[src/rtl/core/bl2x_pkg.sv]
// Shared types, register indexes and helpers for the bilinear 2x upscaler.
package bl2x_pkg;

	localparam int PIX_W  = 8;
	localparam int ADDR_W = 24;
	localparam int SW_W   = 12;
	localparam int SH_W   = 12;
	localparam int STR_W  = 13;
	localparam int CFG_W  = 13;
	localparam int IDX_W  = 2;

	localparam logic [IDX_W-1:0] REG_SRC_WIDTH   = 2'd0;
	localparam logic [IDX_W-1:0] REG_SRC_HEIGHT  = 2'd1;
	localparam logic [IDX_W-1:0] REG_DEST_STRIDE = 2'd2;

	localparam logic [SW_W-1:0]  SRC_WIDTH_RST   = 12'd2048;
	localparam logic [SH_W-1:0]  SRC_HEIGHT_RST  = 12'd2048;
	localparam logic [STR_W-1:0] DEST_STRIDE_RST = 13'd4096;

	// Block codes, in emission order.
	localparam int BLK_N = 4;
	localparam logic [1:0] BLK_INNER  = 2'd0;
	localparam logic [1:0] BLK_RIGHT  = 2'd1;
	localparam logic [1:0] BLK_BOTTOM = 2'd2;
	localparam logic [1:0] BLK_CORNER = 2'd3;

	typedef logic [PIX_W-1:0]  pix_t;
	typedef logic [ADDR_W-1:0] addr_t;

	// One source pixel in flight, with its position terms.
	typedef struct packed {
		logic  r_ge1;
		logic  c_ge1;
		logic  r_last;
		logic  c_last;
		addr_t row_base;
		addr_t col_off;
		addr_t stride2;
		pix_t  cur;
		pix_t  lf;
	} item_t;

	typedef struct packed {
		pix_t ul;
		pix_t up;
	} nbr_t;

	function automatic pix_t avg2(input pix_t a, input pix_t b);
		logic [PIX_W:0] sum;
		sum = {1'b0, a} + {1'b0, b};
		return sum[PIX_W:1];
	endfunction

endpackage

[src/rtl/core/bl2x_emit.sv]
// Output side: builds the 2x2 blocks of the held pixel and drives the result register.
module bl2x_emit (
	input  logic                          clk,
	input  logic                          arst_n,
	input  logic                          valid_s1,
	input  logic                          load_s1,
	input  bl2x_pkg::item_t               item_s1,
	input  bl2x_pkg::nbr_t                nbr_s1,
	output logic                          adv_s1,
	output logic                          out_valid,
	input  logic                          out_stall,
	output logic [bl2x_pkg::ADDR_W-1:0]   dest_addr,
	output logic [bl2x_pkg::PIX_W-1:0]    top_left,
	output logic [bl2x_pkg::PIX_W-1:0]    top_right,
	output logic [bl2x_pkg::PIX_W-1:0]    bottom_left,
	output logic [bl2x_pkg::PIX_W-1:0]    bottom_right,
	output logic                          last_of_run,
	output logic                          frame_done
);

	logic [bl2x_pkg::BLK_N-1:0] need;
	logic [bl2x_pkg::BLK_N-1:0] taken_q;
	logic [bl2x_pkg::BLK_N-1:0] pend;
	logic [bl2x_pkg::BLK_N-1:0] sel_oh;
	logic [bl2x_pkg::BLK_N-1:0] remain;
	logic [1:0]                 sel;
	logic                       out_free;
	logic                       out_load;

	bl2x_pkg::addr_t base_up;
	bl2x_pkg::addr_t col_left;
	bl2x_pkg::addr_t addr_d;
	bl2x_pkg::pix_t  tl_d;
	bl2x_pkg::pix_t  tr_d;
	bl2x_pkg::pix_t  bl_d;
	bl2x_pkg::pix_t  br_d;
	logic            done_d;

	logic            out_valid_q;
	bl2x_pkg::addr_t addr_q;
	bl2x_pkg::pix_t  tl_q;
	bl2x_pkg::pix_t  tr_q;
	bl2x_pkg::pix_t  bl_q;
	bl2x_pkg::pix_t  br_q;
	logic            last_q;
	logic            done_q;

	assign need[bl2x_pkg::BLK_INNER]  = item_s1.r_ge1 && item_s1.c_ge1;
	assign need[bl2x_pkg::BLK_RIGHT]  = item_s1.r_ge1 && item_s1.c_last;
	assign need[bl2x_pkg::BLK_BOTTOM] = item_s1.r_last && item_s1.c_ge1;
	assign need[bl2x_pkg::BLK_CORNER] = item_s1.r_last && item_s1.c_last;

	assign pend = valid_s1 ? (need & ~taken_q) : '0;

	// Pick the lowest pending block.
	always_comb begin
		if (pend[bl2x_pkg::BLK_INNER]) begin
			sel = bl2x_pkg::BLK_INNER;
		end else if (pend[bl2x_pkg::BLK_RIGHT]) begin
			sel = bl2x_pkg::BLK_RIGHT;
		end else if (pend[bl2x_pkg::BLK_BOTTOM]) begin
			sel = bl2x_pkg::BLK_BOTTOM;
		end else begin
			sel = bl2x_pkg::BLK_CORNER;
		end
	end

	assign sel_oh   = bl2x_pkg::BLK_N'(1) << sel;
	assign remain   = pend & ~sel_oh;
	assign out_free = !out_valid_q || !out_stall;
	assign out_load = (pend != '0) && out_free;
	assign adv_s1   = valid_s1 && ((pend == '0) || (out_free && (remain == '0)));

	assign base_up  = item_s1.row_base - item_s1.stride2;
	assign col_left = item_s1.col_off - bl2x_pkg::ADDR_W'(2);

	always_comb begin
		done_d = 1'b0;
		case (sel)
			bl2x_pkg::BLK_INNER: begin
				addr_d = base_up + col_left;
				tl_d   = nbr_s1.ul;
				tr_d   = bl2x_pkg::avg2(nbr_s1.ul, nbr_s1.up);
				bl_d   = bl2x_pkg::avg2(nbr_s1.ul, item_s1.lf);
				br_d   = bl2x_pkg::avg2(nbr_s1.ul, item_s1.cur);
			end
			bl2x_pkg::BLK_RIGHT: begin
				addr_d = base_up + item_s1.col_off;
				tl_d   = nbr_s1.up;
				tr_d   = nbr_s1.up;
				bl_d   = bl2x_pkg::avg2(nbr_s1.up, item_s1.cur);
				br_d   = bl_d;
			end
			bl2x_pkg::BLK_BOTTOM: begin
				addr_d = item_s1.row_base + col_left;
				tl_d   = item_s1.lf;
				tr_d   = bl2x_pkg::avg2(item_s1.lf, item_s1.cur);
				bl_d   = item_s1.lf;
				br_d   = tr_d;
			end
			default: begin
				addr_d = item_s1.row_base + item_s1.col_off;
				tl_d   = item_s1.cur;
				tr_d   = item_s1.cur;
				bl_d   = item_s1.cur;
				br_d   = item_s1.cur;
				done_d = 1'b1;
			end
		endcase
	end

	always_ff @(posedge clk or negedge arst_n) begin
		if (!arst_n) begin
			taken_q     <= '0;
			out_valid_q <= 1'b0;
		end else begin
			// A new pixel starts with nothing sent.
			if (load_s1) begin
				taken_q <= '0;
			end else if (out_load) begin
				taken_q <= taken_q | sel_oh;
			end
			if (out_load) begin
				out_valid_q <= 1'b1;
			end else if (!out_stall) begin
				out_valid_q <= 1'b0;
			end
		end
	end

	always_ff @(posedge clk) begin
		if (out_load) begin
			addr_q <= addr_d;
			tl_q   <= tl_d;
			tr_q   <= tr_d;
			bl_q   <= bl_d;
			br_q   <= br_d;
			last_q <= (remain == '0);
			done_q <= done_d;
		end
	end

	assign out_valid    = out_valid_q;
	assign dest_addr    = addr_q;
	assign top_left     = tl_q;
	assign top_right    = tr_q;
	assign bottom_left  = bl_q;
	assign bottom_right = br_q;
	assign last_of_run  = last_q;
	assign frame_done   = done_q;

endmodule

[config.mk]
export PLATFORM = sky130hd
export DESIGN_NAME = bl2x_emit
export DESIGN_NICKNAME = d
export VERILOG_FILES = /design/src/rtl/core/bl2x_pkg.sv /design/src/rtl/core/bl2x_emit.sv
export SDC_FILE = /design/constraint.sdc
export NUM_CORES = 1
export LEC_CHECK = 0
export BUFFER_PORTS_ARGS = -buffer_cell sky130_fd_sc_hd__buf_2
export CAP_MARGIN = 25
export CELL_PAD_IN_SITES_DETAIL_PLACEMENT = 0
export CELL_PAD_IN_SITES_GLOBAL_PLACEMENT = 2
export CORE_MARGIN = 5
export CORE_UTILIZATION = 36
export CTS_CLUSTER_DIAMETER = 30
export DETAILED_ROUTE_END_ITERATION = 12
export HOLD_SLACK_MARGIN = 0.03
export PLACE_DENSITY_LB_ADDON = 0.1
export SYNTH_ARGS = -nofsm -noshare
export SYNTH_HDL_FRONTEND = slang
export SYNTH_SLANG_ARGS = --single-unit
export TNS_END_PERCENT = 50
[constraint.sdc]
create_clock -name clk -period 11.3 [get_ports clk]
set_clock_uncertainty 0.2 [all_clocks]
set_input_delay 0 -clock clk [delete_from_list [all_inputs] [get_ports clk]]
set_output_delay 0 -clock clk [all_outputs]
set_load 0.02 [all_outputs]
# Word level (Yosys, flattened, before mapping)
# Index checks and enable logic that the tools add are counted.
# op_classes
add_sub_neg	11
mul	0
n_div	0
n_lt_le_gt_ge	0
eq_ne	3
shifts	1
mux	14
bitwise	5
n_reduce_logical	17
# ops
cell	count
adder 24 bit	4
case mux 8 bit (3 select lines)	4
case mux 24 bit (3 select lines)	1
adder 8 x 8 -> 9 bit	5
subtractor 24 x 2 -> 24 bit, second input constant	1
subtractor 24 bit	1
2-to-1 mux 4 bit	3
bitwise AND 4 bit	2
logical NOT 4 bit	2
inverter 4 bit	2
logical AND 1 bit	7
2-to-1 mux 1 bit	4
2-to-1 mux 2 bit	2
bitwise OR 4 bit	1
nonzero test 4 bit	1
left shift 1 x 2 -> 4 bit, first input constant	1
OR reduction 3 bit	1
equality test 2 x 1 -> 1 bit, second input constant	1
equality test 2 bit, second input constant	1
logical NOT 1 bit	2
logical NOT 2 bit	1
logical OR 1 bit	2
!= test 2 x 1 -> 1 bit, second input constant	1
nonzero test 2 bit	1
# totals
ff_bits	63
latchBits	0
mem_bits_rw	0
rom_bits	0
inputBits	113
memories	0

# Logic depth before layout (Yosys ltp)
# Gate-level depths: netlist of the first run.
# logic_depth
ltp_word	13
depth_mapped	22
mapped_depth_nobuf	22

# Least setup slack after synthesis of the first run
# No wires, ideal clock.
# synth_timing
kind	register to register
from	register taken_q[0] (netlist bit)
to	register taken_q[0] (netlist bit)
setup_time_ns	0.085
arrival_time_ns	4.349
t_required_ns	11.015
path_slack_ns	6.667
stages_incl_launch_ff	8
period_less_slack_ns	4.633
path_cell_list	dfrtp_1 -> nor2b_1 -> nor2_1 -> nor2_1 -> nor3_1 -> a21oi_1 -> a41oi_1 -> nor2_1
# synth_between
elab_cells_between_ends	11
# synth_rtl
element	line	text
from (decl)	bl2x_emit.sv:22	logic [bl2x_pkg::BLK_N-1:0] taken_q;
from (signal assigned)	bl2x_emit.sv:121	taken_q <= taken_q | sel_oh;
inverter 4 bit	bl2x_emit.sv:53	assign pend = valid_s1 ? (need & ~taken_q) : '0;
bitwise AND 4 bit	bl2x_emit.sv:53	
2-to-1 mux 4 bit	bl2x_emit.sv:53	
nonzero test 4 bit	bl2x_emit.sv:71	assign out_load = (pend != '0) && out_free;
logical AND 1 bit	bl2x_emit.sv:71	
named net out_load	bl2x_emit.sv:28	logic out_load;
nonzero test 2 bit (no line)	n/a	
# The timed path passes the listed nets, and every way through them passes these cells. The select of a mux whose other input is x is not followed.
# A chain may end at the register's enable or synchronous reset.

# Final worst setup path of the first run
# layout_timing
from	register taken_q[2] (netlist bit)
to	register addr_q[22], in the netlist dest_addr[22] (data pin)
# layout_between
elab_chain_len	8
elab_cells_between_ends	10
# layout_rtl
element	line	text
inverter 4 bit (*)	bl2x_emit.sv:53	
bitwise AND 4 bit (*)	bl2x_emit.sv:53	
2-to-1 mux 4 bit (*)	bl2x_emit.sv:53	
2-to-1 mux 1 bit (*)	bl2x_emit.sv:61	end else if (pend[bl2x_pkg::BLK_BOTTOM]) begin
2-to-1 mux 2 bit (*)	bl2x_emit.sv:59	end else if (pend[bl2x_pkg::BLK_RIGHT]) begin
2-to-1 mux 2 bit (*)	bl2x_emit.sv:57	if (pend[bl2x_pkg::BLK_INNER]) begin
equality test 2 bit, or another cell as far along	bl2x_emit.sv:79	case (sel)
case mux 24 bit (3 select lines) (*)	bl2x_emit.sv:79	
named net addr_d[22]	bl2x_emit.sv:32	bl2x_pkg::addr_t addr_d;
to (signal assigned)	bl2x_emit.sv:133	addr_q <= addr_d;
to (decl)	bl2x_emit.sv:40	bl2x_pkg::addr_t addr_q;
# Mark *: on every way through the listed nets, which the timed path passes. The rest lies on a longest branch.

==> results of run 1 <==
[synth_stat cells, drive strengths merged (5+ instances only)]
master | count | area [um^2]
ha | 105 | 1310
a21oi | 99 | 495
nand2 | 87 | 327
nor2 | 77 | 289
xnor2 | 75 | 664
edfxtp | 58 | 1740
inv | 56 | 210
xor2 | 50 | 438
o21ai | 44 | 220
a21o | 32 | 240
nor3 | 21 | 126
o21bai | 20 | 150
o21a | 19 | 143
clkbuf | 17 | 65.1
nand3 | 16 | 85.1
nor2b | 16 | 100
a221o | 14 | 140
a211oi | 11 | 82.6
a31oi | 10 | 62.6
and2 | 10 | 62.6
a22oi | 9 | 67.6
fa | 8 | 160
nand2b | 8 | 50.1
nor4 | 8 | 56.3
o211ai | 8 | 60.1
or3 | 8 | 55.1
a22o | 6 | 52.6
a31o | 6 | 52.6
and3 | 6 | 37.5
dfrtp | 5 | 125
nand4 | 5 | 31.3
[stage by stage]
stage | utilization | cell area, um^2 | power, mW
after floorplan | - | 8170 | 0.699
after global placement | 0.417 | 9380 | 0.862
after detailed placement | 0.417 | 9390 | 0.859
after CTS | 0.452 | 10200 | 1.19
after global routing | 0.452 | 10200 | 1.26
final | 0.452 | 10200 | 1.18
[cell families after synthesis]
family / Yosys count / synth area share
multiplexers: 4 / 0.00490
AND/OR/NAND/NOR: 274 / 0.162
XOR/XNOR: 125 / 0.135
flip-flops: 63 / 0.229
adder cells (fa/ha/maj): 114 / 0.182
AO/OA/AOI/OAI: 310 / 0.253
buffers and inverters: 75 / 0.0348
[what timing repair did]
item / CTS / global route
buffers inserted: 0 / 0
hold endpoints to repair: 58 / 0
hold buffers: 46 / 0
[routing by layer]
metal	wire, um	part of all wire	vias to the layer above	track usage
met5	14	0.00053	-	0
met4	517	0.020	4	0.0536
met3	1380	0.052	28	0.0334
met2	12300	0.47	170	0.338
met1	12100	0.46	3594	0.262
li1	-	-	4014	-
[worst max-delay path: cells and delay by family (launching register included)]
family	cells	cell delay [ns]
adders and majority gates	1	0.35
DFF	1	0.40
muxes	1	0.09
and+or+nand+nor	5	1.92
AOI/OAI and AO/OA	6	1.58
xor gates and xnor gates	2	0.30
[path summary, 6_finish.rpt]
check / cells after the start / end / startpoint
worst max-delay path: 15 / dest_addr[22] / taken_q[2]
min in group asynchronous: 3 / out_valid / arst_n
worst min-delay path: 3 / bottom_left[1] / item_s1[9]
worst max register to register: 15 / dest_addr[22] / taken_q[2]
max in group asynchronous: 3 / taken_q[2] / arst_n
worst min register to register: 2 / taken_q[3] / taken_q[3]
[cell usage in the layout, fill, tap and decap left out, drive strengths merged, types with 4 or more instances in the layout]
master / netlist / routed
nor2: 77 / 77
a22o: 6 / 6
xor2: 50 / 50
a221o: 14 / 14
a22oi: 9 / 9
a31o: 6 / 6
a31oi: 10 / 10
and2: 10 / 10
ha: 105 / 105
fa: 8 / 8
nand3: 16 / 16
clkbuf: 17 / 9
a21o: 32 / 32
nor3: 21 / 21
o21bai: 20 / 20
buf: 2 / 180
o21a: 19 / 19
o211ai: 8 / 8
nand2b: 8 / 8
nand4: 5 / 5
a21oi: 99 / 99
a211oi: 11 / 11
xnor2: 75 / 75
o31ai: 4 / 4
o21ai: 44 / 44
dlygate4sd3: 0 / 46
inv: 56 / 56
nor2b: 16 / 16
nand2: 87 / 87
mux2i: 4 / 4
edfxtp: 58 / 58
and3: 6 / 6
or3: 8 / 8
dfrtp: 5 / 5
nor4: 8 / 8
[cell type report]
| class | instances | area (um^2) |
|---|---|---|
| Clock inverter | 6 | 86.3 |
| Multi-Input combinational cell | 827 | 6040 |
| Clock buffer | 9 | 225 |
| Inverter | 56 | 210 |
| Timing Repair Buffer | 226 | 1390 |
| Sequential cell | 63 | 1870 |
| Fill cell | 2293 | 12300 |
| Tap cell | 285 | 357 |
[report_power, final]
group | internal [mW] | switching, mW | leakage (nW)
sequential | 0.292 | 0.00831 | 0.612
combinational | 0.242 | 0.332 | 3.83
clock | 0.192 | 0.114 | 0.151
[registers in the layout (all words and copies together), names as in the netlist]
signal,flops
out_valid,1
bottom_right,8
top_left,8
taken_q,4
dest_addr,24
frame_done,1
bottom_left,8
top_right,8
last_of_run,1
==> flow_summary.toml, run 1 <==
[status]
outcome = "finished clean"

[critical_path]
cpMostUsedCell = "a21o_1"
cp_cell_sequence = "nor3b_2 -> nand2_1 -> or4_4 -> nor3_4 -> nand2_1 -> xnor2_1 -> ha_1 -> a21o_1 -> a21o_1 -> a21o_1 -> a2111oi_0 -> o31ai_1 -> a31oi_1 -> xnor2_1 -> mux2i_1"
worst_setup_path_end_kind = "flip-flop"
r2r_setup_slack_ns = 6.20
slowest_delay_ns = 0.59
worstPathMaxFanout = 11
crit_slowest_cell = "a2111oi_0"
cp.required_ns = 11.19
crit_type = "flip-flop to flip-flop"
arrival_ns = 4.99
start_kind = "flip-flop"

[clocking]
ctsLongestPathBuffers = 2
clock-sinks = 63
clockRootBuffer = "clkbuf_16"
cts_inserted_buffers = 9
clock_latency_ns = 0.35
htreeDepth = 3
ctsResizeCount = 0
clk_pin_slew_ns = 0.06
cts_tree = "built"

[yosys]
ys_types = 73
ys_seq_elements = 63
yosysSeqAreaShare = 0.229
synth_cells = 965
synth.cell_area_um2 = 8170
yosysWarnings = 0
synth_ff_type = "edfxtp_1"
synth_edf_count = 58
syn_area_per_cell_um2 = 8.46
synth_fp_nets = 1191
async_flop_share = 0.0794

[sta]
fmax_mhz = 196
finalSetupViolCount = 0
setup_ws_ns = 6.20
min_period_over_period = 0.452
final_max_slew_viol_count = 0
period_needed_ns = 5.10
hold_viol_final = 0
hold_slack_ns = 0.0265
rsz0062_at_grt = "false"
slew_headroom = 0.452
tightest_slew_ns = 0.820
setup_tns_ns = 0

[floorplan]
rows = 55
fp.coreArea_um2 = 22500
initial_core_util = 0.363
num_io_pins = 173
dieArea_um2 = 25800
fp.dieW_um = 161
die_height_um = 161

[cells_and_area]
diodes = 0
nets = 1409
instances_no_fill = 1472
drive_gt1_frac = 0.185
syn_to_final_growth_pct = 24.6

[placement]
io_buffer_count = 172
dp.cells = 1410
dpl.hpwl_mm = 21.3
gp_congestion = 0.839
dpl_worst_slack_ns = 5.61

[drt]
viasPerCell = 5.31
first_pass_iters = 5
wl_mm = 26.2
ant_nets = 0
vias = 7810
drtIter0Drc = 373
drc = 0
routedWlPerCell_um = 17.8

[grt]
antenna_found_initial = 2
grt_usage = 0.199
overflow = 0
grt_pass1_vias = 7788
grt_max_degree = 42
grt_pass1_wl_mm = 40.9

[power]
p_per_area_nw_per_um2 = 116
leakage_nw = 4.59
peakVddDrop_uv = 73.4

[min_path]
hp-class = "input pin to flip-flop"

[run]
drv_cap = 0
No activity file was read; power rests on OpenSTA's default activity.
==> run 2: changes to the inputs <==
--- a/config.mk
+++ b/config.mk
@@ -5,12 +5,13 @@
 export SDC_FILE = /design/constraint.sdc
 export NUM_CORES = 1
 export LEC_CHECK = 0
+export ABC_AREA = 1
 export BUFFER_PORTS_ARGS = -buffer_cell sky130_fd_sc_hd__buf_2
 export CAP_MARGIN = 25
 export CELL_PAD_IN_SITES_DETAIL_PLACEMENT = 0
 export CELL_PAD_IN_SITES_GLOBAL_PLACEMENT = 2
 export CORE_MARGIN = 5
-export CORE_UTILIZATION = 36
+export CORE_UTILIZATION = 31
 export CTS_CLUSTER_DIAMETER = 30
 export DETAILED_ROUTE_END_ITERATION = 12
 export HOLD_SLACK_MARGIN = 0.03
==> constraint.sdc (replaced) <==
create_clock -name clk -period 5.1 [get_ports clk]
set_clock_uncertainty 0.2 [all_clocks]
set_input_delay 0 -clock clk [delete_from_list [all_inputs] [get_ports clk]]
set_output_delay 0 -clock clk [all_outputs]
set_load 0.02 [all_outputs]
==> flow_summary.toml, run 2 <==
[drt]
ant_nets = 0
drc = 0
routedWlPerCell_um = 17.6
vias = 9893
drtIter0Drc = 832
first_pass_iters = 5
wl_mm = 35.0
viasPerCell = 4.96

[grt]
grt_max_degree = 41
grt_pass1_wl_mm = 54.9
overflow = 0
antenna_found_initial = 0
grt_usage = 0.210
grt_pass1_vias = 9526

[yosys]
ys_seq_elements = 63
synth_fp_nets = 1604
yosysSeqAreaShare = 0.206
synthTopCellsByArea = "edfxtp_1 19%, nand2_1 15%, ha_1 14%"
synth_ff_type = "edfxtp_1"
synthSimpleGateAreaFrac = 0.292
synth_top_family_by_area = "simple AND/OR/NAND/NOR gates"
synthAdderAreaFrac = 0.163
synth_top_cells_by_count = "357 x nand2_1, 173 x inv_1, 147 x a21oi_1"
synthMuxAreaShare = 0
synth_edf_count = 58
synth_cells = 1378
yosysTopAreaCell = "edfxtp_1"
synth_compound_area_frac = 0.202
synth.cell_area_um2 = 9070
synth_top_area_share = 0.192
yosysWarnings = 0
synth.most_common_cell = "nand2_1"
synth_xor_xnor_area_share = 0.0522
ys_types = 46
async_flop_share = 0.0794
syn_area_per_cell_um2 = 6.58

[clocking]
htreeDepth = 3
ctsLongestPathBuffers = 2
cts_inserted_buffers = 9
clock_latency_ns = 0.33
cts_tree = "built"
ctsResizeCount = 0
clockRootBuffer = "clkbuf_16"
clock-sinks = 63
clk_pin_slew_ns = 0.06

[cells_and_area]
largest_register_ffs = 24
postLayoutCoreUtil = 0.392
diodes = 0
regArea_um2 = 1870
fill_cells = 3195
final_common_cell = "nand2_1"
instances_no_fill = 1995
drive_gt1_frac = 0.145
layout_common_cells = "357 x nand2_1, 173 x inv_1, 172 x buf_2, 147 x a21oi_1, 122 x o21ai_0"
multi_input_area_um2 = 6440
syn_to_final_growth_pct = 24.3
nets = 1832

[floorplan]
fp.dieW_um = 181
dieArea_um2 = 32800
num_io_pins = 173
initial_core_util = 0.315
die_height_um = 181
fp.coreArea_um2 = 28800
rows = 62

[sta]
rsz0062_at_grt = "false"
final_max_slew_viol_count = 0
tightest_slew_ns = 0.796
setup_tns_ns = 0
period_needed_ns = 4.26
hold_viol_final = 0
slew_headroom = 0.469
fmax_mhz = 234
finalSetupViolCount = 0
min_period_over_period = 0.836

[placement]
dpl.hpwl_mm = 28.9
gp_congestion = 0.894
io_buffer_count = 172
dp.cells = 1920

[critical_path]
arrival_ns = 4.14
worstPathMaxFanout = 40
worst_setup_path_end_kind = "flip-flop"
cp.required_ns = 4.98
crit_type = "flip-flop to flip-flop"
start_kind = "flip-flop"

[status]
outcome = "finished clean"

[power]
leakage_nw = 5.56
peakVddDrop_uv = 160
p_per_area_nw_per_um2 = 253
finalPower_mw = 2.85

[min_path]
hp-class = "input pin to flip-flop"

[run]
drv_cap = 0
==> run 2: routing by layer <==
| layer | global-route usage | share of wire | up-vias |
|---|---|---|---|
| met4 | 0.0276 | 0.010 | 0 |
| met5 | 0 | 0 | - |
| li1 | - | - | 5153 |
| met1 | 0.317 | 0.51 | 4426 |
| met2 | 0.329 | 0.43 | 291 |
| met3 | 0.0241 | 0.056 | 23 |
==> run 2: critical path, stage by stage, from the launching register on <==
cell     delay, ns
dfrtp_1       0.32
inv_1         0.06
nand3_4       0.22
nand2_2       0.37
nor2_4        0.19
buf_4         0.48
xor2_1        0.18
inv_1         0.08
fa_1          0.48
nand2_1       0.09
inv_1         0.06
o21ai_1       0.16
nand2_1       0.18
a21oi_1       0.31
inv_1         0.14
nand3_1       0.10
nand2_1       0.07
o21ai_1       0.21
o21ai_1       0.09
==> run 2: where the power goes <==
part	total (mW)	internal, mW	switching, mW
registers	0.675	0.657	0.0180
logic	1.53	0.522	1.01
clock network	0.644	0.405	0.239
total	2.85	1.58	1.26
==> run 2: stage by stage <==
stage                     setup WS [ns]  hold WS, ns  area (um^2)
after floorplan                    1.95       -0.496         9070
after global placement            0.864       -0.374        10400
after detailed placement          0.879       -0.377        10400
after CTS                         0.889       0.0450        11300
after global routing              0.538        0.106        11300
final                             0.835       0.0579        11300
==> run 2: logic make-up (layout without fill, tap and decap cells) <==
kind of cell | Yosys count | after routing
AOI/OAI and AO/OA | 337 | 337
xor gates and xnor gates | 54 | 54
adders and majority gates | 113 | 113
buffers and inverters | 199 | 432
DFF | 63 | 63
and+or+nand+nor | 612 | 612
==> run 2: worst paths after layout <==
path / start / endpoint / slack (ns) / cells past startpoint
min reg2reg: taken_q[3] / taken_q[3] / 0.32 / 2
max in group asynchronous: arst_n / taken_q[3] / 4.10 / 3
max reg2reg: taken_q[0] / dest_addr[16] / 0.84 / 18
max: taken_q[0] / dest_addr[16] / 0.84 / 18
min in group asynchronous: arst_n / out_valid / 0.40 / 3
min: item_s1[9] / top_right[1] / 0.06 / 3
==> run 2: cell type report <==
type	instances	area share
Clock inverter	3	0.00377
Multi-Input combinational cell	1116	0.572
Clock buffer	13	0.0231
Timing Repair Buffer	239	0.134
Sequential cell	63	0.166
Tap cell	384	0.0426
Inverter	177	0.0590
==> run 2: what timing repair did <==
item,in CTS,in global routing
buffers inserted,0,0
hold buffers,59,0
endpoints found under the hold margin,44,0
